--- src/rtl/slsu_pkg.sv ---
// Shared types and constants for the sequential list store unit.
package slsu_pkg;

    localparam int KEY_W = 32;

    // Operation codes on the cmd field
    typedef enum logic [1:0] {
        CMD_SEARCH = 2'd0,
        CMD_INSERT = 2'd1,
        CMD_DELETE = 2'd2,
        CMD_CLEAR  = 2'd3
    } cmd_t;

    // Update select for one storage cell
    typedef struct packed {
        logic load_key;
        logic take_left;
        logic take_right;
    } cell_ctl_t;

endpackage

--- src/rtl/slsu_cell.sv ---
// One storage cell of the list: holds a key, compares it and shifts with its neighbors.
module slsu_cell
    import slsu_pkg::*;
(
    input  logic             clk,
    input  cell_ctl_t        ctl,
    input  logic [KEY_W-1:0] new_key,
    input  logic [KEY_W-1:0] left_key,
    input  logic [KEY_W-1:0] right_key,
    input  logic [KEY_W-1:0] cmp_key,
    input  logic             in_list,
    output logic [KEY_W-1:0] entry,
    output logic             match
);

    logic [KEY_W-1:0] entry_reg;
    logic [KEY_W-1:0] entry_next;

    // Pick the new content: the new key, left neighbor on insert, right neighbor on delete
    always_comb
    begin
        entry_next = entry_reg;
        if (ctl.load_key)
        begin
            entry_next = new_key;
        end
        else if (ctl.take_left)
        begin
            entry_next = left_key;
        end
        else if (ctl.take_right)
        begin
            entry_next = right_key;
        end
    end

    always_ff @(posedge clk)
    begin
        entry_reg <= entry_next;
    end

    assign entry = entry_reg;
    // Only a live entry can match
    assign match = in_list && (entry_reg == cmp_key);

endmodule

--- config.mk ---
export PLATFORM = sky130hd
export DESIGN_NAME = slsu_cell
export DESIGN_NICKNAME = d
export VERILOG_FILES = /design/src/rtl/slsu_pkg.sv /design/src/rtl/slsu_cell.sv
export SDC_FILE = /design/constraint.sdc
export NUM_CORES = 1
export LEC_CHECK = 0
export BUFFER_PORTS_ARGS = -buffer_cell sky130_fd_sc_hd__buf_2
export CAP_MARGIN = 20
export CORE_MARGIN = 1
export CORE_UTILIZATION = 35
export DETAILED_ROUTE_END_ITERATION = 12
export GPL_ROUTABILITY_DRIVEN = 1
export PLACE_DENSITY = 0.82
export SKIP_LAST_GASP = 1
export SLEW_MARGIN = 10
export SYNTH_ARGS = -nofsm -noshare
export SYNTH_HDL_FRONTEND = slang
export SYNTH_SLANG_ARGS = --single-unit
--- constraint.sdc ---
create_clock -name clk -period 1.4 [get_ports clk]
set_input_delay 0.21 -clock clk [delete_from_list [all_inputs] [get_ports clk]]
set_output_delay 0.21 -clock clk [all_outputs]
set_load 0.02 [all_outputs]
==> impl_results.md <==
* Outcome: finished with violations
* Failing checks: negative setup slack
* Unrepaired setup endpoints after global routing: yes
* Max_cap viols at 0
* Critical-path top delay cell: edfxtp_1
* CTS Buf Count at 5
* ANT cells at 0
* Die Width at 77.2 um
* Total GRT Usage at 0.191
* Post-Synth XOR/XNOR Area at 0.142
* Die Y at slightly below 80 um
* Cells along the critical path: xor2_1, nor4_2, nand4_1, nor3_4, buf_4
* CTS tree: done
* Cells after synthesis at 184
* Setup_tns at -606 ps
* Total gr overflow at 0
* Register bit total from synthesis at 32
* CP delay by family, top: simple AND/OR/NAND/NOR gates
* Synth area leader: edfxtp_1
* Clock Sinks at 32
* Post-Synth Adder-Cell Area at 0
* Final min period at 2010 ps
* Worst Setup Start Kind: flop
* Final Wtd Congestion at 0.771
* Worst path max stage delay at 410 ps
* # port buffers at 165
* Post-synthesis sequential area ratio at 0.486
* Antenna violations before repair at 0
* Area grow syn2layout at 53.3%
* Hold_sp: new_key[3]
* Synth warn at 0
* Worst Path Max Fanout at 2
* Fin Hold WS at 208 ps
* Syn_nets at 317
* Fin crit share at 1.43
* Synth Cell Area at 1980 um^2
* Setup crit start: entry[1]
* Remaining DRCs at 0
* Measured slew at the worst slew-check pin at 433 ps
* Setup Viol. Count Final at 1
* PwrDens at about 890 nW/um^2
* Routed Antenna Nets at 0
* Fin. Hold Viols at 0
* Max IR drop VDD at 474 uV
* Hold-fix buffers, CTS at 0
* Top cell type's share of synthesized area at 0.486
* Synth cell types at 15
* Core ar. at approximately 5500 um^2
* Fmax at 0.499 GHz
* Hold Crit Class: input port to flop
* Worst path bufs/invs at 1
* Deepest clock path buffer count at 2
* Final Worst Setup Slack at -606 ps
* CP Capture Type: output port
* Pre-CTS setup slack at -475 ps
* Vias per cell at roughly 4.7
* Max reg flops at 32
* Slew margin rel. at 0.711
* Hpwl dp at 4620 um
* Crit path kind: flop to output port
* Pleak at 1.55 nW
* Mux cell area share after synthesis at 0.162
* Drt wl/cell at 13.1 um
* Largest family of logic cells by synthesized area: multiplexers
* Fin. max-slew vios at 0
* Num rows at 27
* Simple-Gate Fraction of Synth Area at 0.102
* CTS H-tree depth at 2
* TritonRoute pass-1 iters at 6
* Vias in the first global route at slightly below 2k
* Drt total wl at 5630 um
* Die ar. at 5960 um^2
* Initial DRC Count at 50
* DR vias at 1993
* Final nets at 488
* First-pass GRT wire length at 8760 um
* Io pins at 166
* Most area-consuming cells after synthesis: edfxtp_1 49%, mux2i_1 16%, xor2_1 14%
* Worst Path Required at between 1000 and 1500 ps
* Syn_area_per_cell at ~11 um^2
* Layout cell share with drive strength beyond 1 at 0.517
* CTS Root Cell: clkbuf_8
* Reg clk slew, reported paths at 60 ps
* Compound-Gate Fraction of Synth Area at 0.0810
* WP data arrival at 1800 ps
* Largest net degree at the start of global routing at 39
* Initial Utilization at 0.361
[metrics by stage]
stage	util	total power [mW]	cell area [um^2]	std cells
3_3_place_gp	0.535	2.04	2930	419
3_5_place_dp	0.535	2.06	2930	419
2_1_floorplan	-	1.67	1990	184
5_1_grt	0.554	2.85	3030	428
6_report	0.554	2.71	3030	428
4_1_cts	0.553	2.73	3030	427
[per-layer routing]
| metal | track usage | part of all wire | vias up |
|---|---|---|---|
| li1 | - | - | 1001 |
| met1 | 0.188 | 0.37 | 890 |
| met2 | 0.374 | 0.54 | 96 |
| met3 | 0.0595 | 0.079 | 6 |
| met4 | 0.0566 | 0.012 | 0 |
| met5 | 0 | 0 | - |
[placed cells by master (no fill, tap or decap)]
cell type | synthesis | layout
nor3_1 | 1 | 1
edfxtp_1 | 32 | 32
nor4_1 | 7 | 5
clkinv_1 | 0 | 1
nor3_4 | 0 | 1
o21ai_0 | 32 | 32
clkbuf_1 | 6 | 2
buf_2 | 2 | 164
buf_12 | 0 | 1
mux2i_1 | 32 | 32
nand4_1 | 1 | 1
nand3_1 | 2 | 2
clkbuf_8 | 0 | 5
nand2_1 | 32 | 32
xnor2_1 | 1 | 1
buf_4 | 3 | 10
nor4_2 | 0 | 2
or3_4 | 0 | 1
xor2_1 | 31 | 31
[cell families (layout without fill, tap and decap cells)]
group                  Yosys count  after routing
flip-flops                      32             32
AND/OR/NAND/NOR                 45             45
buffers and inverters           11            183
multiplexers                    32             32
XOR/XNOR                        32             32
AO/OA/AOI/OAI                   32             32
[synthesized netlist by cell type (all sizes together)]
cell type	number
clkbuf	6
nand2	32
edfxtp	32
buf	5
nor3	2
or3	1
mux2i	32
xnor2	1
o21ai	32
nand4	1
nor4	7
xor2	31
nand3	2
[worst min-delay path: cells and delay by family]
kind / cells / cell delay [ps]
AOI/OAI and AO/OA: 1 / 50
and+or+nand+nor: 1 / 40
buffers and inverters: 1 / 70
[power breakdown]
group          total [mW]  switching (mW)  internal, mW
clock               0.667           0.321         0.346
sequential           1.26          0.0705          1.19
combinational       0.787           0.421         0.366
[cell type report]
type                       count  area [um^2]
sequential                    32          961
clock inverter                 1         3.75
clock buffer                   7         76.3
multi-input combinational    141          986
timing repair buffer         175          916
fill                         502         2440
tap                           72         90.1
[timing repair]
| action | in CTS | in global routing |
|---|---|---|
| pin swaps | 3 | 2 |
| buffers inserted | 0 | 1 |
| setup endpoints to repair | 1 | 1 |
| gates resized for setup | 3 | 0 |
[final timing paths]
path / end / slack [ps] / depth (start not counted)
hold / removal: entry[3] / 210 / 3
setup / recovery: match / -610 / 5
Note: power is estimated with default switching activity, not from simulation.
