File: config.mk
export PLATFORM = sky130hd
export DESIGN_NAME = slsu_locate
export DESIGN_NICKNAME = d
export VERILOG_FILES = /design/src/rtl/slsu_locate.sv
export SDC_FILE = /design/constraint.sdc
export NUM_CORES = 1
export LEC_CHECK = 0
export ABC_AREA = 1
export BUFFER_PORTS_ARGS = -buffer_cell sky130_fd_sc_hd__buf_2
export CAP_MARGIN = 15
export CORE_UTILIZATION = 49
export DETAILED_ROUTE_END_ITERATION = 6
export GPL_TIMING_DRIVEN = 0
export PLACE_DENSITY = 0.86
export SLEW_MARGIN = 5
export SYNTH_ARGS = -nofsm -noshare
export SYNTH_HDL_FRONTEND = slang
export SYNTH_SLANG_ARGS = --single-unit
File: constraint.sdc
create_clock -name vclk -period 1.9
set_input_delay 0.19 -clock vclk [all_inputs]
set_output_delay 0.19 -clock vclk [all_outputs]
set_load 0.01 [all_outputs]
File: src/rtl/slsu_locate.sv
// Lowest-match locator: one-hot of the first match, mask from it upward, and its index.
module slsu_locate #(
    parameter int N  = 64,
    parameter int IW = 6
) (
    input  logic [N-1:0]  match,
    output logic          hit,
    output logic [N-1:0]  from_first,
    output logic [IW-1:0] index
);

    logic [N-1:0] first_oh;

    // Isolate the lowest set bit
    assign first_oh   = match & (~match + N'(1));
    assign hit        = |match;
    // Bits at and above the first match
    assign from_first = ~(first_oh - N'(1));

    // Encode the one-hot position
    always_comb
    begin
        index = '0;
        for (int i = 0; i < N; i++)
        begin
            if (first_oh[i])
            begin
                index = index | IW'(i);
            end
        end
    end

endmodule

==> key figures, run 1 <==
Status
  – Last stage the flow got to: global routing
  – Outcome: stopped before the end
  – Err: [ERROR GRT-0232] Routing congestion too high. Check the congestion heatmap in the GUI.

Die
  – Initial Util: 50.71%
  – Row count: 26
  – Number of I/O pins: 135
  – Die height: 74.70 um
  – Die X: 74.70 um

Yosys
  – Compound-Gate Fraction of Synth Area: 5.072%
  – Largest family of logic cells by synthesized area: simple AND/OR/NAND/NOR gates
  – Syn Nets: 656
  – Syn avg cell area: 4.375 sq um
  – Syn Std Cell Area: 0.002590 sq mm
  – XOR/XNOR Fraction of Synth Area: 0%
  – Synth cell types: 27
  – Yosys warnings: 0
  – Adder-Cell Fraction of Synth Area: 0%
  – Simple-gate area share of the yosys netlist: 78.70%
  – Synthesized instance count: 592
  – Mux share of post-synthesis cell area: 0%
  – Sequential-to-total area share from yosys stat: 0%

Global routing
  – GRT Total Usage: 73.28%
  – Grt ovf: 20
  – Largest net degree at the start of global routing: 9

Placed design
  – DP Cell Count: 797
  – Post-DP HPWL: 9292 um
  – Port bufs: 135
  – Final GP Congestion: 1.077

Timing
  – Worst EP kind: output port
  – Grt repair worst endpoint: hit
synth_stat cells, drive strengths merged:
cell      n  area (sq um)
inv     105         394.1
or2       6         40.04
o41ai     1         8.760
nor4      3         18.77
nand3    72         370.4
nand2   170         645.6
buf       3         26.27
nor3b     1         7.510
nand4    13         81.33
and2      2         12.51
o211ai    5         37.54
nor2    182         790.8
o21ai    13         65.06
nor3      8         40.04
a21oi     4         20.02
nand3b    2         18.77
and3      2         12.51
layer usage:
layer / track usage (%) / GRT overflow
met5: 27.78 / 0
met4: 65.83 / 10
met3: 59.71 / 1
met2: 89.89 / 9
met1: 74.90 / 0
through the flow:
stage	util, %	cell area, sq um	setup slack [ns]	hold slack [ns]
after detailed placement	65.65	3353	-0.3646	0.6488
after global placement	65.65	3353	-0.3519	0.6471
after floorplan	-	2590	0.1145	0.4718
after CTS	76.02	3882	-0.04616	0.6518
timing repair:
action | in CTS
hold buffers | 0
pin swaps | 29
buffers inserted | 23
gates resized for setup | 97
setup endpoints to repair | 23
gates cloned | 1
cells by family after synthesis:
group | after synthesis
simple gates | 461
buf+inv | 108
compound gates | 23
==> run 2, diff against run 1 <==
--- a/config.mk
+++ b/config.mk
@@ -8,10 +8,10 @@
 export ABC_AREA = 1
 export BUFFER_PORTS_ARGS = -buffer_cell sky130_fd_sc_hd__buf_2
 export CAP_MARGIN = 15
-export CORE_UTILIZATION = 49
+export CORE_UTILIZATION = 35
 export DETAILED_ROUTE_END_ITERATION = 6
 export GPL_TIMING_DRIVEN = 0
-export PLACE_DENSITY = 0.86
+export PLACE_DENSITY_LB_ADDON = 0.15
 export SLEW_MARGIN = 5
 export SYNTH_ARGS = -nofsm -noshare
 export SYNTH_HDL_FRONTEND = slang
==> run 2 against run 1 <==
The flow now finishes, with violations (setup timing). Synthesized area unchanged. Synthesized cell count stayed put.
==> key figures, run 2 <==
Worst setup path
  – Crit end category: primary output
  – Critical path cell sequence: buf_8 -> nor2_4 -> nand2_4 -> nor2_4 -> nand2_4 -> nor2_4 -> buf_6 -> o211ai_1 -> nand3_1 -> inv_1 -> nand2_1 -> nor2_1 -> nand2_1 -> buf_6
  – Most numerous cell on the critical path: nor2_4
  – Critical path arrival: 1.88 ns
  – Slowest stage delay, CP: 0.20 ns
  – Critical Path Source Type: input port
  – CP Data Required Time: 1.71 ns
  – CP top delay family: simple AND/OR/NAND/NOR gates
  – CP max-delay cell: nor2_4
  – WP buf/inv: 4
  – CP Class: in -> out
  – Critical-path maximum fanout: 5

Layout
  – Synth-to-Final Area Change: 69.47%
  – Share of cells above drive strength 1: 41.53%
  – Final antenna diode count: 0
  – Post-route insts no fill: 869
  – Most frequent cells in the layout: nand2_1, buf_2, nor2_1
  – FFs & Latches: 0
  – Final nets: 839
  – Clock buffers: 0
  – Sequential Area: 0 sq um
  – Commonest non-fill, non-tap cell in the layout: nand2_1
  – Util after Layout: 62.87%

Global routing
  – GRT Total Usage: 30.98%
  – Largest net degree at the start of global routing: 9
  – Grt ovf: 0
  – Number of global-route vias before repair: 3786
  – Initial antenna violation count: 0
  – First-pass GRT wire length: 18510 um

Timing
  – Final setup vio count: 11
  – Post-layout min period: 2.070 ns
  – Slew @ Worst Pin: 0.4938 ns
  – Fin worst setup slack: -0.1696 ns
  – Hold Fails Final Rpt: 0
  – RSZ-0062 raised after global routing: true
  – Pins Over Slew Limit: 0
  – Minimum hold slack: 0.6440 ns
  – Max Fclk: 0.4832 GHz
  – Fin crit share: 108.9%
  – Relative max-transition margin: 66.73%

Routing
  – Drt wl/cell: 14.42 um
  – Drt via density: 5.031
  – Post-Route WL: 12530 um
  – Drt first pass iters: 6
  – DRC viols: 0
  – DR iter-0 viols: 280
  – Post-route ant nets: 0
  – DR vias: 4372

Power and ir drop
  – Seq pwr share: 0%
  – Combinational power share: 100.0%
  – Clock Power Share: 0%
  – Cell Pwr Density: 86.76 mW/mm^2
  – Power Total: 0.3808 mW
  – Pleak: 2.115 nW
  – Int Pwr: 0.1337 mW
  – Switching Power: 0.2471 mW
  – VDD IR max: 59.02 uV
  – Switching share of power: 64.89%

Yosys
  – Syn avg cell area: 4.375 sq um (unchanged)
  – Syn Std Cell Area: 0.002590 sq mm (unchanged)
  – Synth area leaders: nand2_1, nor2_1, inv_1
  – Yosys warnings: 0 (unchanged)
  – Syn Nets: 656 (unchanged)
  – Count leader, synth: nand2_1
  – Commonest cells post-synth: nand2_1, nor2_1, inv_1
  – Share of the synthesized area in the top cell type: 24.20% (unchanged)
  – Synth cell types: 27 (unchanged)
  – Sequential-to-total area share from yosys stat: 0% (unchanged)
  – Synthesized instance count: 592 (unchanged)
  – Cell taking the most area after synthesis: nand2_1

Worst hold path
  – Min-Delay Endpoint: from_first[38]
  – Hold Crit Class: in -> out
  – Hold Path Depth: 4
  – Worst hold start: match[38]

Placed design
  – Port bufs: 135 (unchanged)
  – DP Cell Count: 823 (+3.3%)
  – Post-DP HPWL: 9874 um (+6.3%)
  – Post-Place Worst Slack: -0.4433 ns (-0.07875 ns)
  – Final GP Congestion: 0.9423 (-12%)

Run
  – MaxCap Viol Count: 0

Status
  – Outcome: finished with violations
  – Violated checks: setup timing

Die
  – Die height: 88.02 um (+18%)
  – Die area: 0.007748 sq mm
  – Die X: 88.02 um (+18%)
  – Number of I/O pins: 135 (unchanged)
  – Core ar.: 0.006982 sq mm
  – Row count: 30 (+15%)
  – Initial Util: 37.10% (-14 points)

Clocking
  – # hold bufs at CTS: 0 (unchanged)
==> run 2: cell families after synthesis <==
group	count (synthesis)	synth area share [%]
AOI/OAI and AO/OA	23	5.073
buffers and inverters	108	16.23
and+or+nand+nor	461	78.70
==> run 2: how the worst max path moves through the flow <==
stage / start / slack (ns) / cells past startpoint / end
2_1_floorplan: match[3] / 0.11 / 9 / from_first[52]
3_3_place_gp: match[3] / -0.46 / 14 / index[5]
5_1_grt: match[0] / -0.23 / 14 / index[2]
6_report: match[0] / -0.17 / 14 / index[2]
3_5_place_dp: match[3] / -0.44 / 14 / index[5]
4_1_cts: match[0] / -0.11 / 14 / index[2]
==> run 2: tightest hold or removal path: stages <==
cell    delay [ns]
buf_2         0.08
nor2_1        0.03
inv_1         0.03
buf_2         0.11
==> run 2: power groups by stage <==
| stage | clock [mW] | sequential [mW] | combinational (mW) |
|---|---|---|---|
| floorplan | 0 | 0 | 0.134 |
| global placement | 0 | 0 | 0.285 |
| detailed placement | 0 | 0 | 0.286 |
| CTS | 0 | 0 | 0.336 |
| global route | 0 | 0 | 0.415 |
| finish | 0 | 0 | 0.381 |
==> run 2: routing by layer <==
metal	vias to the layer above	GRT usage (%)	part of all wire, %
met2	180	53.70	46
met4	0	2.786	1.3
met5	-	0	0
met1	1972	43.50	46
li1	2207	-	-
met3	13	2.074	7.0
==> run 2: repair_timing <==
action,4_1_cts,5_1_grt
gates resized for setup,98,79
setup buffers,28,18
setup endpoints to repair,24,21
pin swaps,28,42
==> run 2: metrics by stage <==
stage	TNS [ns]	area [sq um]
floorplan	0	2590
CTS	-0.5779	3944
global route	-2.077	4389
global placement	-5.744	3386
finish	-0.9600	4389
detailed placement	-5.619	3386
==> run 2: final cells by class <==
| type | instances | area (sq um) |
|---|---|---|
| plain buffers | 3 | 30.03 |
| repair buffers | 181 | 1117 |
| inverters | 105 | 399.1 |
| well taps | 96 | 120.1 |
| fillers | 746 | 2592 |
| multi-input cells | 484 | 2723 |
Power figures use the tool's default switching activity.
==> run 3, diff against run 2 <==
--- a/config.mk
+++ b/config.mk
@@ -5,10 +5,9 @@
 export SDC_FILE = /design/constraint.sdc
 export NUM_CORES = 1
 export LEC_CHECK = 0
-export ABC_AREA = 1
 export BUFFER_PORTS_ARGS = -buffer_cell sky130_fd_sc_hd__buf_2
 export CAP_MARGIN = 15
-export CORE_UTILIZATION = 35
+export CORE_UTILIZATION = 41
 export DETAILED_ROUTE_END_ITERATION = 6
 export GPL_TIMING_DRIVEN = 0
 export PLACE_DENSITY_LB_ADDON = 0.15
==> run 3 against run 2 <==
The flow now stops in global routing. Synthesized area shrank 34%. Synthesized cell count shrank 49%.
==> key figures, run 3 <==
Die
  – Row count: 23 (-23%)
  – Initial Util: 42.79% (+5.7 points)
  – Die X: 66.61 um (-24%)
  – Die height: 66.61 um (-24%)
  – Number of I/O pins: 135 (unchanged)

Yosys
  – Cell taking the most area after synthesis: nor2_1
  – Synthesized instance count: 304 (-49%)
  – Syn Nets: 368 (-44%)
  – Commonest cells post-synth: nor2_1, nand2_1, inv_1
  – Synth cell types: 55 (+100%)
  – Synth area leaders: nor2_1, nor4_1, nand2_1
  – Syn Std Cell Area: 0.001712 sq mm (-34%)
  – Share of the synthesized area in the top cell type: 11.62% (-13 points)
  – Count leader, synth: nor2_1
  – Sequential-to-total area share from yosys stat: 0% (unchanged)
  – Yosys warnings: 0 (unchanged)
  – Syn avg cell area: 5.630 sq um (+29%)

Placed design
  – Port bufs: 134 (-0.74%)
  – Final GP Congestion: 1.024 (+8.7%)
  – Post-DP HPWL: 6989 um (-29%)
  – DP Cell Count: 488 (-41%)

Status
  – Last stage the flow got to: global routing
  – Err: [ERROR GRT-0232] Routing congestion too high. Check the congestion heatmap in the GUI.
  – Outcome: stopped before the end

Timing
  – Worst EP kind: output port
  – Grt repair worst endpoint: index[1]

Global routing
  – Grt ovf: 38
  – Largest net degree at the start of global routing: 9
  – GRT Total Usage: 75.79%
==> run 3: cell types whose count changed after synthesis, sizes merged, moves of 4 or more <==
cell	previous run	this run
a21oi	4	11
inv	105	27
nand2	170	38
nand3	72	24
nand4	13	18
nand4b	0	4
nor2	182	54
nor3	8	14
nor4	3	28
o21ai	13	5
or3	0	16
or4	0	5
==> run 3: layer usage <==
metal  GRT usage [%]  GRT overflow
met5           15.28             0
met4           85.64            18
met3           56.16             0
met2           94.95            19
met1           72.69             1
==> run 3: cell families after synthesis <==
kind of cell	count (synthesis)	share of synthesized area (%)
and+or+nand+nor	226	72.52
AOI/OAI and AO/OA	48	20.62
buffers and inverters	30	6.871
==> run 3: timing repair <==
action,CTS
pin swaps,30
setup endpoints to repair,55
hold buffers,0
gates resized for setup,101
buffers inserted,41
gates cloned,0
==> run 3: per-stage QoR <==
step | setup TNS (ns) | setup slack [ns] | instance area, sq um
global placement | -22.39 | -0.9887 | 2562
floorplan | -3.764 | -0.3389 | 1829
detailed placement | -23.57 | -0.9808 | 2562
CTS | -6.816 | -0.5450 | 3382
